## config.mk

```make
export PLATFORM = sky130hd
export DESIGN_NAME = rmf_back
export DESIGN_NICKNAME = d
export VERILOG_FILES = /design/src/rmf_pkg.sv /design/src/rmf_back.sv
export VERILOG_INCLUDE_DIRS = /design/src /design/src/src
export SDC_FILE = /design/constraint.sdc
export NUM_CORES = 1
export LEC_CHECK = 0
export BUFFER_PORTS_ARGS = -buffer_cell sky130_fd_sc_hd__buf_2
export CORE_ASPECT_RATIO = 0.75
export CORE_MARGIN = 2
export CORE_UTILIZATION = 43
export DETAILED_ROUTE_END_ITERATION = 7
export PLACE_DENSITY = 0.8
export SLEW_MARGIN = 10
export SYNTH_ARGS = -nofsm -noshare
export SYNTH_HDL_FRONTEND = slang
export SYNTH_SLANG_ARGS = --single-unit
```

## constraint.sdc

```tcl
create_clock -name clk_i -period 3.45 [get_ports clk_i]
set_input_delay 0 -clock clk_i [delete_from_list [all_inputs] [get_ports clk_i]]
set_output_delay 0 -clock clk_i [all_outputs]
set_load 0.02 [all_outputs]
```

## src/relative_maximum_finder_core_assert.svh

```systemverilog
// Assertion macros shared by the peak finder modules.
// Each macro expands to a concurrent assertion in simulation and to nothing in synthesis.
`ifndef RELATIVE_MAXIMUM_FINDER_CORE_ASSERT_SVH
`define RELATIVE_MAXIMUM_FINDER_CORE_ASSERT_SVH

`ifndef SYNTHESIS

// Check a property on every rising edge while out of reset.
`define RMF_ASSERT(lbl, clk, rst_n, prop) \
  lbl: assert property (@(posedge clk) disable iff (!rst_n) prop) \
    else $error("%m: check failed");

// Check that a condition always implies another in the same cycle.
`define RMF_ASSERT_IMPLY(lbl, clk, rst_n, ante, cons) \
  lbl: assert property (@(posedge clk) disable iff (!rst_n) (ante) |-> (cons)) \
    else $error("%m: implication failed");

`else

`define RMF_ASSERT(lbl, clk, rst_n, prop)
`define RMF_ASSERT_IMPLY(lbl, clk, rst_n, ante, cons)

`endif

`endif

```

## src/rmf_pkg.sv

```systemverilog
package rmf_pkg;

  localparam int MAX_COLS        = 512;
  localparam int MAX_ROWS        = 4096;
  localparam int SAMPLE_BITS     = 16;
  localparam int PEAK_LIMIT_MAX  = 1024;

  localparam int COL_W    = $clog2(MAX_COLS);
  localparam int ROW_W    = $clog2(MAX_ROWS);
  localparam int COLS_W   = COL_W + 1;
  localparam int ROWS_W   = ROW_W + 1;
  localparam int CNT_W    = $clog2(PEAK_LIMIT_MAX) + 1;

  // Configuration register widths
  localparam int ROW_CNT_W = 13;
  localparam int COL_CNT_W = 10;
  localparam int LIM_W     = 11;

  localparam int APB_AW    = 4;
  localparam int APB_DW    = 32;
  localparam int REG_IDX_W = 2;

  localparam logic [REG_IDX_W-1:0] REG_SCAN_AXIS    = 2'd0;
  localparam logic [REG_IDX_W-1:0] REG_ROW_COUNT    = 2'd1;
  localparam logic [REG_IDX_W-1:0] REG_COLUMN_COUNT = 2'd2;
  localparam logic [REG_IDX_W-1:0] REG_PEAK_LIMIT   = 2'd3;

  localparam logic KIND_PEAK = 1'b0;
  localparam logic KIND_END  = 1'b1;

  localparam int MEM_DEPTH = 2 * MAX_COLS;
  localparam int MEM_AW    = $clog2(MEM_DEPTH);

  localparam int QUEUE_DEPTH = 4;
  localparam int QPTR_W      = $clog2(QUEUE_DEPTH);
  localparam int QCNT_W      = QPTR_W + 1;

  // Effective (clamped) configuration
  typedef struct packed {
    logic              scan_axis;
    logic [ROWS_W-1:0] rows;
    logic [COLS_W-1:0] cols;
    logic [CNT_W-1:0]  lim;
  } cfg_t;

  // One classified word between front and back
  typedef struct packed {
    logic                          check;
    logic signed [SAMPLE_BITS-1:0] center;
    logic signed [SAMPLE_BITS-1:0] side_a;
    logic signed [SAMPLE_BITS-1:0] side_b;
    logic [ROW_W-1:0]              row;
    logic [COL_W-1:0]              col;
    logic                          last;
  } entry_t;

endpackage

```

## src/rmf_back.sv

```systemverilog
`include "relative_maximum_finder_core_assert.svh"

module rmf_back import rmf_pkg::*; (
  input  logic             clk_i,
  input  logic             rst_ni,
  input  cfg_t             cfg_i,
  input  entry_t           head_i,
  input  logic             head_valid_i,
  output logic             pop_o,
  output logic             out_valid_o,
  input  logic             out_stall_i,
  output logic             record_kind_o,
  output logic [ROW_W-1:0] peak_row_o,
  output logic [COL_W-1:0] peak_col_o,
  output logic [CNT_W-1:0] peaks_found_o,
  output logic             last_o
);

  localparam logic PH_PEAK = 1'b0;
  localparam logic PH_END  = 1'b1;

  function automatic logic is_peak(logic signed [SAMPLE_BITS-1:0] c,
                                   logic signed [SAMPLE_BITS-1:0] a,
                                   logic signed [SAMPLE_BITS-1:0] b);
    return (c >= a && c > b) || (c > a && c >= b);
  endfunction

  logic             phase_q, phase_d;
  logic [CNT_W-1:0] found_q, found_d;
  logic             limit_q, limit_d;
  logic             out_valid_q;
  logic             kind_q, kind_d;
  logic [ROW_W-1:0] row_q, row_d;
  logic [COL_W-1:0] col_q, col_d;
  logic [CNT_W-1:0] cnt_q, cnt_d;
  logic             last_q, last_d;

  logic             out_free, load, hit;
  logic [CNT_W-1:0] found_inc;

  assign out_free  = !out_valid_q || !out_stall_i;
  assign found_inc = found_q + CNT_W'(1);
  assign hit       = head_i.check && !limit_q && is_peak(head_i.center, head_i.side_a,
                                                         head_i.side_b);

  always_comb begin
    phase_d = phase_q;
    found_d = found_q;
    limit_d = limit_q;
    load    = 1'b0;
    pop_o   = 1'b0;
    kind_d  = KIND_END;
    row_d   = '0;
    col_d   = '0;
    cnt_d   = found_q;
    last_d  = 1'b1;
    if (head_valid_i) begin
      unique case (phase_q)
        PH_END: begin
          if (out_free) begin
            load    = 1'b1;
            pop_o   = 1'b1;
            phase_d = PH_PEAK;
            found_d = '0;
            limit_d = 1'b0;
          end
        end
        PH_PEAK: begin
          if (hit) begin
            if (out_free) begin
              load    = 1'b1;
              kind_d  = KIND_PEAK;
              row_d   = head_i.row;
              col_d   = head_i.col;
              cnt_d   = found_inc;
              last_d  = 1'b0;
              found_d = found_inc;
              limit_d = found_inc >= cfg_i.lim;
              // The end record goes out on the next free cycle.
              if (head_i.last) begin
                phase_d = PH_END;
              end else begin
                pop_o = 1'b1;
              end
            end
          end else if (head_i.last) begin
            if (out_free) begin
              load    = 1'b1;
              pop_o   = 1'b1;
              found_d = '0;
              limit_d = 1'b0;
            end
          end else begin
            pop_o = 1'b1;
          end
        end
        default: phase_d = PH_PEAK;
      endcase
    end
  end

  always_ff @(posedge clk_i or negedge rst_ni) begin
    if (!rst_ni) begin
      phase_q     <= PH_PEAK;
      found_q     <= '0;
      limit_q     <= 1'b0;
      out_valid_q <= 1'b0;
    end else begin
      phase_q <= phase_d;
      found_q <= found_d;
      limit_q <= limit_d;
      if (out_free) begin
        out_valid_q <= load;
      end
    end
  end

  always_ff @(posedge clk_i) begin
    if (load) begin
      kind_q <= kind_d;
      row_q  <= row_d;
      col_q  <= col_d;
      cnt_q  <= cnt_d;
      last_q <= last_d;
    end
  end

  assign out_valid_o   = out_valid_q;
  assign record_kind_o = kind_q;
  assign peak_row_o    = row_q;
  assign peak_col_o    = col_q;
  assign peaks_found_o = cnt_q;
  assign last_o        = last_q;

  `RMF_ASSERT_IMPLY(a_end_phase_has_word, clk_i, rst_ni, phase_q == PH_END, head_valid_i && head_i.last)
  `RMF_ASSERT_IMPLY(a_last_is_end, clk_i, rst_ni, out_valid_q, last_q == (kind_q == KIND_END))

endmodule

```

==> impl_summary.txt <==
----------------------------------------------------
[Timing]
  Largest clock skew in the final design ... between 0.005 and 0.006 ns
  Count of final hold-check violations ... 0
  Post-route worst setup slack ... between 0.5 and 0.6 ns
  Final setup violating endpoints ... 0
  Setup Total Neg Slack ... 0 ns
  Worst slew margin relative to its limit ... 0.6790
  Portion of the clock cycle consumed by the worst path in the final layout ... 0.8504
  Max Slew Vio Count ... 0
  Shortest period the worst path allows ... 2.934 ns
  Worst Tran Pin Value ... ~0.48 ns
  Tightest hold margin ... roughly 0.038 ns
  Unrepaired setup endpoints after global routing ... no
  Max frequency ... 340.8 MHz

[Final layout]
  Most frequent cells in the layout ... buf_2 (121), inv_1 (47), ha_1 (45)
  Commonest non-fill, non-tap cell in the layout ... buf_2
  Layout Cells excl Fill ... just under 600
  Share of post-route cells with drive strength above 1 ... 0.2950
  Ant diodes ... 0
  Final core area utilization ... 0.5953
  Total Nets Final ... roughly 630
  Cell area after layout ... about 0.0044 mm2
  Area growth from synthesis to layout ... 33.59%

[Min path]
  Worst hold path startpoint ... head_valid_i
  Worst hold path type ... in2reg

[Clock network]
  Buffer type at the clock tree root ... clkbuf_8
  Worst-case clock buffer depth ... 2
  Clock-pin slew of the registers on the worst-case setup and hold paths ... around 0.080 ns
  Htree depth ... 2
  Setup fix buffers added after clock tree synthesis ... 0
  Source-to-sink clock delay at the later pin of the worst-skew pair ... around 0.30 ns
  Quantity of hold-fixing buffers added after cts ... 23
  CTS buffer count ... 5
  Total number of clock tree sinks ... 47
  Clock tree from TritonCTS ... done
  Post-CTS resize count ... 0

[Power]
  Worst voltage drop across the vdd grid ... 293.8 uV
  Power Dens Cells ... roughly 370 mW/mm2
  Overall power ... between 1.5 and 2 mW
  Leakage ... roughly 2.3 nW

[Detailed routing]
  Detailed Routing Iterations Pass 1 ... 4
  Via count normalized by instance count ... approximately 5.0
  Final WL ... approximately 8000 um
  DRC marker count from the first detailed-route iteration ... 136
  Mean routed wirelength per cell ... roughly 14 um
  Antenna Violating Nets Remaining ... 0
  DRC viols ... 0
  Via total after detailed routing ... roughly 2900

[Floorplanning]
  Top Ports ... approximately 150
  Core Area ... between 0.007 and 0.008 mm2
  Overall die area ... between 0.008 and 0.009 mm2
  Die height ... approximately 80 um
  Die span in x ... 105.1 um
  Initial cell density of the core ... 0.4456
  Number of core rows ... 27

[Global routing]
  Total congestion overflow ... 0
  Overall global routing resource usage ... 0.1969
  Global-route wire length before repair ... 13270 um
  Maximum number of pins on one net before global-route repair ... 33
  Number of antenna violations at the first check in global routing ... 0
  Vias in the first global route ... about 2900

[Logic synthesis]
  Synth area leader ... edfxtp_1
  Post-Syn Instances ... between 300 and 400
  Cell area after synthesis ... roughly 0.0033 mm2
  Synth cell types ... between 40 and 50
  Sequential area share after synthesis ... 0.4068
  Avg Inst Size Synth ... 9.930 um2
  Top cells by area in the synthesized netlist ... edfxtp_1 (30%), ha_1 (17%), dfrtp_1 (11%)
  Synthesized netlist net count ... between 400 and 500
  Fraction of post-synthesis cell area in the top cell type by area ... 0.3006
  Warnings, synthesis ... 0
  Register bit total from synthesis ... 47

[Flow run]
  Max-cap violations ... 0

[Critical path]
  Worst flop-to-flop path startpoint ... found_q[0]
  Critical Path Source ... found_q[0]
  Data required time of the worst path ... roughly 3.6 ns
  Number of cell instances on the worst register-to-register path ... 11
  Element type at the critical path start ... flop
  Critical path, cell by cell ... ha_1 -> nand3_1 -> nor2_1 -> and3_1 -> xor2_1 -> ha_1 -> a21o_1 -> a21o_1 -> a21oi_1 -> o21ai_0 -> a32o_1
  Number of logic stages on the critical path including buffering ... 11
  CP Class ... reg2reg
  Critical-path top delay cell ... dfrtp_1
  End of the critical path ... limit_q
  Capture point of the worst reg-to-reg path ... limit_q
  Data arrival time of the critical path ... around 3.1 ns
  Number of buffers and inverters on the critical path ... 0
  Highest net fanout along the worst path ... 7
  Crit path largest cell delay ... 0.48 ns
  Cell family contributing the most delay on the critical path ... compound AO/OA/AOI/OAI gates
  Minimum setup slack among reg-to-reg paths ... just over 0.5 ns
  Sort of element at the end of the critical path ... flop

[Placed design]
  PortBufs ... ~120
  RePlAce Congestion ... between 0.8 and 0.9
  Placement-stage cell area ... 0.004041 mm2
  Place WS ... between 0.5 and 0.6 ns
  HPWL Detailed ... ~6000 um
  Placed cells ... 548

[Status]
  Status ... finished, final reports clean

----------------------------------------------------
report_power, final:
group          switching [mW]  internal, mW
registers              0.0323         0.659
logic                   0.261         0.214
clock network           0.182         0.290
total                   0.475          1.16
sequential cells by signal, indices dropped and copies added (netlist names):
signal	flops
found_q	11
last_o	1
limit_q	1
out_valid_o	1
peak_col_o	9
peak_row_o	12
peaks_found_o	11
phase_q	1
kinds of logic after synthesis:
logic type      Yosys count  synth area share
simple gates            105            0.1708
buf+inv                  59           0.07059
compound gates           53            0.1177
flops                    47            0.4068
fa+ha+maj                45            0.1708
xor+xnor                 18           0.04782
mux                       5           0.01556
final cells by class:
cell class / instances / area (um2)
inverters: 47 / 176.4
flip-flops and latches: 47 / 1341
multi-input cells: 226 / 1734
well taps: 101 / 126.4
repair buffers: 150 / 893.4
fillers: 600 / 2994
clock inverters: 2 / 60.06
clock buffers: 6 / 72.57
synthesized netlist by cell type (all sizes together):
library cell / count
inv: 47
ha: 45
edfxtp: 33
nand2: 24
and2: 22
nor2: 15
dfrtp: 14
xor2: 14
clkbuf: 9
nand4: 9
a21o: 8
a21oi: 8
o21ai: 7
o2bb2ai: 7
nor4: 6
a211oi: 5
nand3: 5
nor3: 5
mux2i: 4
nand2b: 4
o211ai: 4
xnor2: 4
buf: 3
nor2b: 3
o31ai: 3
or3: 3
and3: 2
nand3b: 2
o32ai: 2
or2: 2
a2111oi: 1
a31o: 1
a31oi: 1
a32o: 1
mux2: 1
nand4b: 1
nor3b: 1
nor4bb: 1
o21ba: 1
o221a: 1
o22a: 1
o22ai: 1
o41ai: 1
worst register-to-register path: cells and delay by family, from the launching register on:
family / cells / cell delay (ns)
fa+ha+maj: 2 / 0.51
xor+xnor: 1 / 0.17
compound gates: 5 / 0.96
simple gates: 3 / 0.71
flops: 1 / 0.48
metal layers:
| layer | vias up | part of all wire | track usage |
|---|---|---|---|
| li1 | 1466 | - | - |
| met1 | 1356 | 0.44 | 0.2519 |
| met2 | 90 | 0.50 | 0.3545 |
| met3 | 9 | 0.055 | 0.02939 |
| met4 | 0 | 0.0085 | 0.04400 |
| met5 | - | 0 | 0 |
worst min-delay path by stage:
stage                              to  slack, ns  cells past startpoint
after global routing      out_valid_o       0.02                      3
after floorplan            found_q[0]      -0.30                      0
after CTS                 out_valid_o       0.02                      3
after detailed placement  out_valid_o      -0.07                      1
after global placement    out_valid_o      -0.08                      1
final                     out_valid_o       0.04                      3
Note: power is estimated with default switching activity, not from simulation.
