==> config.mk <==
export PLATFORM = sky130hd
export DESIGN_NAME = rmf_queue
export DESIGN_NICKNAME = d
export VERILOG_FILES = /design/src/rmf_pkg.sv /design/src/rmf_queue.sv
export VERILOG_INCLUDE_DIRS = /design/src /design/src/src
export SDC_FILE = /design/constraint.sdc
export NUM_CORES = 1
export LEC_CHECK = 0
export BUFFER_PORTS_ARGS = -buffer_cell sky130_fd_sc_hd__buf_4
export CAP_MARGIN = 10
export CORE_MARGIN = 3
export CORE_UTILIZATION = 45
export DETAILED_ROUTE_END_ITERATION = 16
export PLACE_DENSITY = 0.71
export SYNTH_ARGS = -nofsm -noshare
export SYNTH_HDL_FRONTEND = slang
export SYNTH_SLANG_ARGS = --single-unit
==> constraint.sdc <==
create_clock -name clk_i -period 8.8 [get_ports clk_i]
set_clock_uncertainty 0.15 [all_clocks]
set_input_delay 0.44 -clock clk_i [delete_from_list [all_inputs] [get_ports clk_i]]
set_output_delay 0.44 -clock clk_i [all_outputs]
set_load 0.005 [all_outputs]
==> src/relative_maximum_finder_core_assert.svh <==
// Assertion macros shared by the peak finder modules.
// Each macro expands to a concurrent assertion in simulation and to nothing in synthesis.
`ifndef RELATIVE_MAXIMUM_FINDER_CORE_ASSERT_SVH
`define RELATIVE_MAXIMUM_FINDER_CORE_ASSERT_SVH

`ifndef SYNTHESIS

// Check a property on every rising edge while out of reset.
`define RMF_ASSERT(lbl, clk, rst_n, prop) \
  lbl: assert property (@(posedge clk) disable iff (!rst_n) prop) \
    else $error("%m: check failed");

// Check that a condition always implies another in the same cycle.
`define RMF_ASSERT_IMPLY(lbl, clk, rst_n, ante, cons) \
  lbl: assert property (@(posedge clk) disable iff (!rst_n) (ante) |-> (cons)) \
    else $error("%m: implication failed");

`else

`define RMF_ASSERT(lbl, clk, rst_n, prop)
`define RMF_ASSERT_IMPLY(lbl, clk, rst_n, ante, cons)

`endif

`endif

==> src/rmf_pkg.sv <==
package rmf_pkg;

  localparam int MAX_COLS        = 512;
  localparam int MAX_ROWS        = 4096;
  localparam int SAMPLE_BITS     = 16;
  localparam int PEAK_LIMIT_MAX  = 1024;

  localparam int COL_W    = $clog2(MAX_COLS);
  localparam int ROW_W    = $clog2(MAX_ROWS);
  localparam int COLS_W   = COL_W + 1;
  localparam int ROWS_W   = ROW_W + 1;
  localparam int CNT_W    = $clog2(PEAK_LIMIT_MAX) + 1;

  // Configuration register widths
  localparam int ROW_CNT_W = 13;
  localparam int COL_CNT_W = 10;
  localparam int LIM_W     = 11;

  localparam int APB_AW    = 4;
  localparam int APB_DW    = 32;
  localparam int REG_IDX_W = 2;

  localparam logic [REG_IDX_W-1:0] REG_SCAN_AXIS    = 2'd0;
  localparam logic [REG_IDX_W-1:0] REG_ROW_COUNT    = 2'd1;
  localparam logic [REG_IDX_W-1:0] REG_COLUMN_COUNT = 2'd2;
  localparam logic [REG_IDX_W-1:0] REG_PEAK_LIMIT   = 2'd3;

  localparam logic KIND_PEAK = 1'b0;
  localparam logic KIND_END  = 1'b1;

  localparam int MEM_DEPTH = 2 * MAX_COLS;
  localparam int MEM_AW    = $clog2(MEM_DEPTH);

  localparam int QUEUE_DEPTH = 4;
  localparam int QPTR_W      = $clog2(QUEUE_DEPTH);
  localparam int QCNT_W      = QPTR_W + 1;

  // Effective (clamped) configuration
  typedef struct packed {
    logic              scan_axis;
    logic [ROWS_W-1:0] rows;
    logic [COLS_W-1:0] cols;
    logic [CNT_W-1:0]  lim;
  } cfg_t;

  // One classified word between front and back
  typedef struct packed {
    logic                          check;
    logic signed [SAMPLE_BITS-1:0] center;
    logic signed [SAMPLE_BITS-1:0] side_a;
    logic signed [SAMPLE_BITS-1:0] side_b;
    logic [ROW_W-1:0]              row;
    logic [COL_W-1:0]              col;
    logic                          last;
  } entry_t;

endpackage

==> src/rmf_queue.sv <==
`include "relative_maximum_finder_core_assert.svh"

module rmf_queue import rmf_pkg::*; (
  input  logic              clk_i,
  input  logic              rst_ni,
  input  logic              push_i,
  input  entry_t            push_entry_i,
  input  logic              pop_i,
  output entry_t            head_o,
  output logic              head_valid_o,
  output logic [QCNT_W-1:0] count_o
);

  entry_t              slot_q [QUEUE_DEPTH];
  logic [QPTR_W-1:0]   wr_ptr_q, rd_ptr_q;
  logic [QCNT_W-1:0]   count_q;

  assign head_o       = slot_q[rd_ptr_q];
  assign head_valid_o = count_q != '0;
  assign count_o      = count_q;

  always_ff @(posedge clk_i or negedge rst_ni) begin
    if (!rst_ni) begin
      wr_ptr_q <= '0;
      rd_ptr_q <= '0;
      count_q  <= '0;
    end else begin
      if (push_i) begin
        wr_ptr_q <= wr_ptr_q + QPTR_W'(1);
      end
      if (pop_i) begin
        rd_ptr_q <= rd_ptr_q + QPTR_W'(1);
      end
      count_q <= count_q + QCNT_W'(push_i) - QCNT_W'(pop_i);
    end
  end

  always_ff @(posedge clk_i) begin
    if (push_i) begin
      slot_q[wr_ptr_q] <= push_entry_i;
    end
  end

  `RMF_ASSERT_IMPLY(a_no_overflow, clk_i, rst_ni, push_i, count_q != QCNT_W'(QUEUE_DEPTH))
  `RMF_ASSERT_IMPLY(a_no_underflow, clk_i, rst_ni, pop_i, count_q != '0)

endmodule

==> metrics.md, run 1 <==
| Metric | Value |
|---|---|
| Status | `finished, final reports clean` |
| # clock sinks | `291` |
| Cell area after synthesis | `0.01070 mm^2` |
| Vias in the first global route | `5636` |
| Seq pwr share | `0.461` |
| Setup CP Type | `flip-flop to output port` |
| Chip Height | `160.2 um` |
| Clk pwr share | `0.279` |
| Commonest non-fill, non-tap cell in the layout | `edfxtp_1` |
| Worst Hold End | `wr_ptr_q[0]` |
| Min-Delay Startpoint | `push_i` |
| RePlAce Congestion | `0.6987` |
| Layout cell share with drive strength beyond 1 | `0.4060` |
| Sw frac | `0.2569` |
| Gr usage total | `0.1504` |
| Switching pwr | `1113 uW` |
| Hold Violations, Final | `0` |
| Synth area leader | `edfxtp_1` |
| Final setup violation count | `0` |
| Final Max Slew Viols | `0` |
| H-tree depth | `1` |
| Worst EP required | `8210 ps` |
| Worst path arrival time | `2930 ps` |
| DP Wirelength | `10400 um` |
| Initial DRC Count | `221` |
| Worst slew pin tran | `1100 ps` |
| Worst-Skew Late Latency | `520 ps` |
| # diodes | `0` |
| Yosys warning count | `0` |
| Antenna-violating nets left | `0` |
| RR Startpoint | `rd_ptr_q[0]` |
| Setup tns final | `0 ps` |
| Commonest cells after routing, fill and taps aside | `284 x edfxtp_1, 150 x buf_4, 73 x dlygate4sd3_1, 70 x mux4_2, 31 x clkbuf_16` |
| Clk pin slew, worst setup/hold paths | `60 ps` |
| Routed len/inst | `19.35 um` |
| Die area | `0.02567 mm^2` |
| Period minus WS final | `3517 ps` |
| Main area contributors after synthesis | `edfxtp_1 80%, mux4_2 15%, dfrtp_1 1.6%, buf_12 1.3%, ha_1 0.70%` |
| Top-Level Pins | `150` |
| Inserted Clock Buffers | `30` |
| DR pass1 iterations | `4` |
| Crit path max fanout | `39` |
| RSZ-0062 raised after global routing | `false` |
| Synth Register Bits | `291` |
| Buffers added on ports | `149` |
| Die X | `160.2 um` |
| Worst vdd ir | `190.7 uV` |
| Pwr Density | `315.0 mW/mm^2` |
| Site Rows | `55` |
| Root Buffer | `clkbuf_16` |
| Global-route met2 utilization | `0.2680` |
| DRC | `0` |
| Nets | `725` |
| Clk buf depth | `3` |
| CP endpoint kind | `output port` |
| Vias | `4926` |
| Mapped Cells | `404` |
| CP startpoint kind | `flip-flop` |
| Layout overhead on the synthesized area | `28.47%` |
| Busiest layer in global routing | `met2` |
| Reg2Reg Depth | `3` |
| PostCTS Resize Cnt | `0` |
| WHS | `27.64 ps` |
| Syn nets | `486` |
| Met1 Usage GRT | `0.1883` |
| Max-cap violation count | `0` |
| FF-to-FF End | `rd_ptr_q[1]` |
| Max Clock Freq | `284.3 MHz` |
| Hold crit path type | `input pin to flip-flop` |
| Vias/cell | `5.037` |
| Leak pwr | `0.004765 uW` |
| Internal | `3218 uW` |
| Post-Route WL | `18920 um` |
| Avg Cell Area, Syn | `26.49 um^2` |
| Slew margin rel. | `0.2668` |
| First-pass GRT wire length | `30700 um` |
| Initial antenna violation count | `0` |
| Post-synth top area share | `0.7968` |
| Synth cell types | `16` |
| R2r setup slk | `6590 ps` |
| Logic gate share of total power | `0.260` |
| Hold path depth | `2` |
| Period utilisation layout | `0.3997` |
| CTS tree | `done` |
| Largest net degree at the start of global routing | `73` |
| Met3 Usage GRT | `0.03424` |
| GRT Residual Overflow | `0` |
| Seq/Total Area, Yosys | `0.8132` |
| Core Area | `0.02298 mm^2` |
| Starting Density | `0.4657` |
-- layout make-up --
cell class	instances	area [um^2]
multi-input cells	91	1795
clock inverters	15	126.4
flip-flops and latches	291	8711
inverters	6	22.52
fillers	1656	9235
clock buffers	39	845.8
repair buffers	223	1857
well taps	313	391.6
-- what timing repair did --
| item | 4_1_cts | 5_1_grt |
|---|---|---|
| hold endpoints to repair | 292 | 0 |
| hold buffers | 73 | 0 |
| buffers inserted | 0 | 0 |
-- worst max-delay path by stage --
stage                           start            to  slack (ps)  cells past startpoint
after floorplan           wr_ptr_q[0]  slot_q[0][0]        5930                      3
after global placement    rd_ptr_q[0]    head_o[55]        5690                      3
after detailed placement  rd_ptr_q[0]    head_o[39]        5690                      3
after CTS                 rd_ptr_q[0]    head_o[39]        5120                      3
after global routing      rd_ptr_q[0]    head_o[68]        4980                      3
final                     rd_ptr_q[0]    head_o[39]        5280                      3
-- power by group through the flow --
stage          clock network, uW  registers (uW)  logic [uW]
4_1_cts                     1240            2010        1160
2_1_floorplan                  0            1900         765
3_5_place_dp                   0            2040        1130
3_3_place_gp                   0            2020        1120
6_report                    1210            2000        1130
5_1_grt                     1300            2040        1220
-- cell usage after synthesis, drive strengths merged --
| master | n |
|---|---|
| edfxtp | 284 |
| dfrtp | 7 |
| and2 | 4 |
| nand2 | 2 |
| buf | 16 |
| xor2 | 2 |
| fa | 1 |
| o21ai | 1 |
| or3 | 1 |
| ha | 6 |
| xnor2 | 3 |
| mux4 | 71 |
| inv | 6 |
-- sequential cells by signal (all words and copies together), names as in the netlist --
register,cells
slot_q,284
count_o,3
rd_ptr_q,2
wr_ptr_q,2
-- per-layer routing --
metal / up-vias / part of all wire
met5: - / 0
met4: 0 / 0.014
met3: 24 / 0.050
met2: 124 / 0.53
met1: 2570 / 0.41
li1: 2208 / -
-- stage by stage --
stage	std cells	util	area (um^2)	worst slack, ps	total power, uW
2_1_floorplan	404	-	10700	5930	2661
3_3_place_gp	851	0.5241	12050	5686	3134
3_5_place_dp	851	0.5241	12050	5691	3166
4_1_cts	978	0.5982	13750	5121	4404
5_1_grt	978	0.5982	13750	4978	4553
6_report	978	0.5982	13750	5283	4331
-- kinds of logic (layout without fill, tap and decap cells) --
family,Yosys count,count (layout),synth area share
buf+inv,22,283,0.01999
compound gates,1,1,0.0004672
flops,291,291,0.8132
fa+ha+maj,7,7,0.008885
xor+xnor,5,5,0.004092
mux,71,71,0.1498
simple gates,7,7,0.003624
-- worst max-delay path: stages (launching register included) --
cell     delay [ps]
dfrtp_4         880
buf_4           720
mux4_2          610
buf_4           150
(Power assumes the default switching activity.)
==> inputs of run 2 (changes only) <==
==> constraint.sdc (replaced) <==
create_clock -name clk_i -period 3.6 [get_ports clk_i]
set_clock_uncertainty 0.15 [all_clocks]
set_input_delay 0.18 -clock clk_i [delete_from_list [all_inputs] [get_ports clk_i]]
set_output_delay 0.18 -clock clk_i [all_outputs]
set_load 0.005 [all_outputs]
==> run 2 against run 1 <==
Critical path depth unchanged; die area did not move; critical endpoint is now head_o[21]; register-to-register slack worse by 5200 ps; first-iteration DRC count grew 11%; hold slack improved by 210 ps; sequential share of layout area increased by 0.13 points; clock power is 130% higher; final cell count increased by 0.31%; sequential cell count is the same.
==> metrics.md, run 2 (synthesis gave the netlist of run 1 again) <==
| Metric | Value |
|---|---|
| Worst slew pin tran | `1122 ps` |
| CP endpoint kind | `output port` |
| Max Clock Freq | `345.5 MHz` |
| Hold Violations, Final | `0` |
| Clk buf depth | `3` |
| Worst path arrival time | `2560 ps` |
| RePlAce Congestion | `0.7168` |
| # diodes | `0` |
| Layout cell share with drive strength beyond 1 | `0.4102` |
| Starting Density | `0.4657` |
| RR Startpoint | `wr_ptr_q[0]` |
| Top-Level Pins | `150` |
| Setup CP Type | `flip-flop to output port` |
| Die area | `0.02567 mm^2` |
| Setup tns final | `0 ps` |
| Inserted Clock Buffers | `29` |
| Status | `finished, final reports clean` |
| # clock sinks | `291` |
| PostCTS Resize Cnt | `0` |
| Clk pin slew, worst setup/hold paths | `60 ps` |
| Crit path from | `rd_ptr_q[0]` |
| Vias in the first global route | `5671` |
| H-tree depth | `1` |
| GRT Residual Overflow | `0` |
| Biggest register | `slot_q` |
| Initial antenna violation count | `0` |
| Final Max Slew Viols | `0` |
| Hold buffers post-CTS | `75` |
| WHS | `233.7 ps` |
| CTS tree | `done` |
| CP startpoint kind | `flip-flop` |
| Pwr Density | `764.7 mW/mm^2` |
| Vias/cell | `5.064` |
| Min-Delay Startpoint | `push_entry_i[56]` |
| Crit path max fanout | `34` |
| Layout overhead on the synthesized area | `28.21%` |
| Commonest cells after routing, fill and taps aside | `284 x edfxtp_1, 150 x buf_4, 75 x dlygate4sd3_1, 70 x mux4_2, 29 x clkbuf_16` |
| Antenna-violating nets left | `0` |
| Period minus WS final | `2894 ps` |
| Buffers added on ports | `149` |
| Worst EP required | `3270 ps` |
| Max-cap violation count | `0` |
| Filler cells | `1673` |
| Post-CTS Setup Inserts | `0` |
| Die X | `160.2 um` |
| Core Area | `0.02298 mm^2` |
| Worst vdd ir | `619.2 uV` |
| Core Util, Final | `0.5970` |
| DP Wirelength | `10700 um` |
| Largest net degree at the start of global routing | `73` |
| First-pass GRT wire length | `31210 um` |
| Root Buffer | `clkbuf_16` |
| Gr usage total | `0.1539` |
| RSZ-0062 raised after global routing | `false` |
| Chip Height | `160.2 um` |
| DR pass1 iterations | `6` |
| Leak pwr | `0.004762 uW` |
| Site Rows | `55` |
| Slew margin rel. | `0.2521` |
| Routed len/inst | `19.76 um` |
| DRC | `0` |
| Post-Route WL | `19380 um` |
| Hold crit path type | `input pin to flip-flop` |
| Commonest non-fill, non-tap cell in the layout | `edfxtp_1` |
| Vias | `4968` |
| Max FFs per register | `284` |
| Nets | `727` |
| Worst-Skew Late Latency | `520 ps` |
| Period utilisation layout | `0.8040` |
| Initial DRC Count | `246` |
| Final setup violation count | `0` |
[run 2: per-layer routing]
layer  routed length, um  vias up  global-route usage  part of all wire
met1                7747     2583              0.1954              0.40
met2               10320      143              0.2740              0.53
met4                 375        0             0.04024             0.019
met5                   0        -                   0                 0
li1                    -     2210                   -                 -
met3                 942       32             0.02957             0.049
[run 2: cell type report]
cell class                      instances  area [um^2]  share of cell area
Timing Repair Buffer                  226         1897              0.1382
Inverter                                6        22.52            0.001641
Multi-Input combinational cell         91         1795              0.1308
Clock inverter                         23        171.4             0.01249
Clock buffer                           31        733.2             0.05343
Sequential cell                       291         8711              0.6348
Tap cell                              313        391.6             0.02854
[run 2: per-stage QoR]
stage / setup slack (ps) / instances / instance area (um^2) / total power (uW)
after global placement: 1208 / 852 / 12070 / 7706
after CTS: 620.8 / 981 / 13720 / 10690
after floorplan: 730.5 / 404 / 10700 / 6505
after global routing: 520.9 / 981 / 13720 / 11030
final: 705.6 / 981 / 13720 / 10490
after detailed placement: 1194 / 852 / 12070 / 7770
[run 2: worst paths after layout]
| path | to | slack (ps) | depth (start not counted) |
|---|---|---|---|
| hold reg to reg | wr_ptr_q[0] | 390 | 1 |
| setup reg to reg | slot_q[0][9] | 1440 | 3 |
| setup / recovery | head_o[21] | 710 | 3 |
| hold / removal | slot_q[1][56] | 230 | 2 |
| max in group asynchronous | rd_ptr_q[1] | 2550 | 3 |
| min in group asynchronous | count_o[2] | 460 | 3 |
[run 2: report_power, final]
part           total [uW]  switching (uW)  internal (uW)
Sequential           4890             438           4450
Clock                2810            1190           1620
Combinational        2790            1130           1660
Total               10500            2760           7730
[run 2: critical path, stage by stage (launching register included)]
cell and delay, ps:
dfrtp_4 890, buf_4 400, mux4_2 560, buf_4 150
==> inputs of run 3 (changes only) <==
==> constraint.sdc (replaced) <==
create_clock -name clk_i -period 2.9 [get_ports clk_i]
set_clock_uncertainty 0.15 [all_clocks]
set_input_delay 0.145 -clock clk_i [delete_from_list [all_inputs] [get_ports clk_i]]
set_output_delay 0.145 -clock clk_i [all_outputs]
set_load 0.005 [all_outputs]
==> run 3 against run 2 <==
Worst setup slack lost 490 ps; clock power increased by 25%; register-to-register slack got worse by 530 ps; global-route usage rose by 0.45 points; non-clock buffer count grew 8; sequential cell count did not move.
==> metrics.md, run 3 (synthesis gave the netlist of run 1 again) <==
| Metric | Value |
|---|---|
| H-tree depth | `1` |
| # clock sinks | `291` |
| Worst Hold End | `slot_q[2][45]` |
| Layout Cells excl Fill | `986` |
| Max Clock Freq | `373.2 MHz` |
| Buffers added on ports | `149` |
| Core Area | `0.02298 mm^2` |
| CTS tree | `done` |
| FF-to-FF End | `slot_q[1][54]` |
| Setup CP Type | `flip-flop to output port` |
| Internal | `9726 uW` |
| Hold crit path type | `input pin to flip-flop` |
| Commonest cells after routing, fill and taps aside | `284 x edfxtp_1, 153 x buf_4, 75 x dlygate4sd3_1, 70 x mux4_2, 30 x clkbuf_16` |
| Die X | `160.2 um` |
| Vias/cell | `5.093` |
| Vias | `5022` |
| Top-Level Pins | `150` |
| Worst vdd ir | `593.4 uV` |
| Final Max Slew Viols | `0` |
| Chip Height | `160.2 um` |
| Vias in the first global route | `5709` |
| Reg2Reg Depth | `4` |
| Hold Violations, Final | `0` |
| Biggest register | `slot_q` |
| Slew margin rel. | `0.6040` |
| Status | `finished, final reports clean` |
| Layout cell share with drive strength beyond 1 | `0.4018` |
| Initial antenna violation count | `1` |
| Gr usage total | `0.1584` |
| Crit path max fanout | `27` |
| Max-cap violation count | `0` |
| Filler cells | `1630` |
| Worst path arrival time | `2380 ps` |
| Sw frac | `0.2601` |
| Routed len/inst | `20.30 um` |
| Cells after DPL | `860` |
| CP startpoint kind | `flip-flop` |
| Inserted Clock Buffers | `30` |
| Hold buffers post-CTS | `75` |
| Initial DRC Count | `309` |
| Clk buf depth | `3` |
| Nets | `736` |
| Design Power | `13140 uW` |
| R2r setup slk | `910 ps` |
| DP Wirelength | `11760 um` |
| CP endpoint kind | `output port` |
| Period minus WS final | `2680 ps` |
| Pwr Density | `950.1 mW/mm^2` |
| Setup tns final | `0 ps` |
| RR Startpoint | `wr_ptr_q[1]` |
| Worst EP required | `2610 ps` |
| Max FFs per register | `284` |
| RSZ-0062 raised after global routing | `false` |
| First-pass GRT wire length | `32060 um` |
| Clk pwr share | `0.266` |
| Leak pwr | `0.004799 uW` |
| Largest net degree at the start of global routing | `49` |
| Final setup violation count | `0` |
| Root Buffer | `clkbuf_16` |
| Clk pin slew, worst setup/hold paths | `60 ps` |
| Logic gate share of total power | `0.286` |
| Seq pwr share | `0.448` |
| Switching pwr | `3418 uW` |
| GRT Residual Overflow | `0` |
| Worst slew pin tran | `594.0 ps` |
| RePlAce Congestion | `0.6970` |
| Period utilisation layout | `0.9241` |
| Post-Route WL | `20020 um` |
| Layout overhead on the synthesized area | `29.27%` |
| Starting Density | `0.4657` |
| Antenna-violating nets left | `0` |
| Commonest non-fill, non-tap cell in the layout | `edfxtp_1` |
| Die area | `0.02567 mm^2` |
| PostCTS Resize Cnt | `0` |
| Site Rows | `55` |
| Hold path depth | `2` |
| Post-CTS Setup Inserts | `0` |
| DR pass1 iterations | `4` |
| Min-Delay Startpoint | `push_entry_i[45]` |
| DRC | `0` |
| Worst-Skew Late Latency | `540 ps` |
## run 3: through the flow
step           hold WS (ps)  utilization  cell area [um^2]  setup slack (ps)
6_report              201.0       0.6020             13840             220.2
5_1_grt               188.6       0.6020             13840             59.97
4_1_cts               178.7       0.6019             13830             125.8
3_5_place_dp         -186.1       0.5303             12190             709.8
3_3_place_gp         -186.8       0.5303             12190             728.4
2_1_floorplan        -300.6            -             10700             30.46
## run 3: critical path, cell delays in order, from the launching register on
cell	delay, ps
dfrtp_4	810
buf_4	350
mux4_2	540
buf_4	150
## run 3: area by class of cell
cell class	instances	area [um^2]	share of cell area
sequential	291	8711	0.6296
timing repair buffer	234	2019	0.1460
multi-input combinational	91	1795	0.1298
clock buffer	41	792.0	0.05724
tap	313	391.6	0.02831
clock inverter	9	101.3	0.007325
inverter	6	22.52	0.001628
antenna	1	2.502	0.0001809
## run 3: worst max-delay path by stage
stage | from | end | depth (start not counted)
final | rd_ptr_q[0] | head_o[30] | 3
after global routing | rd_ptr_q[0] | head_o[60] | 3
after CTS | rd_ptr_q[0] | head_o[60] | 3
after detailed placement | rd_ptr_q[0] | head_o[60] | 3
after global placement | rd_ptr_q[0] | head_o[60] | 3
after floorplan | wr_ptr_q[0] | slot_q[0][0] | 3
## run 3: metal layers
layer  wire length (um)  GRT usage
met1               8374     0.2097
met2              10320     0.2755
met5                  0          0
met4                368    0.03748
met3                953    0.02957
## run 3: power groups by stage
stage          sequential, uW  combinational, uW  clock, uW
3_5_place_dp             5990               3770          0
6_report                 5880               3770       3500
5_1_grt                  5970               4080       3760
3_3_place_gp             5930               3720          0
2_1_floorplan            5750               2320          0
4_1_cts                  5910               3870       3580
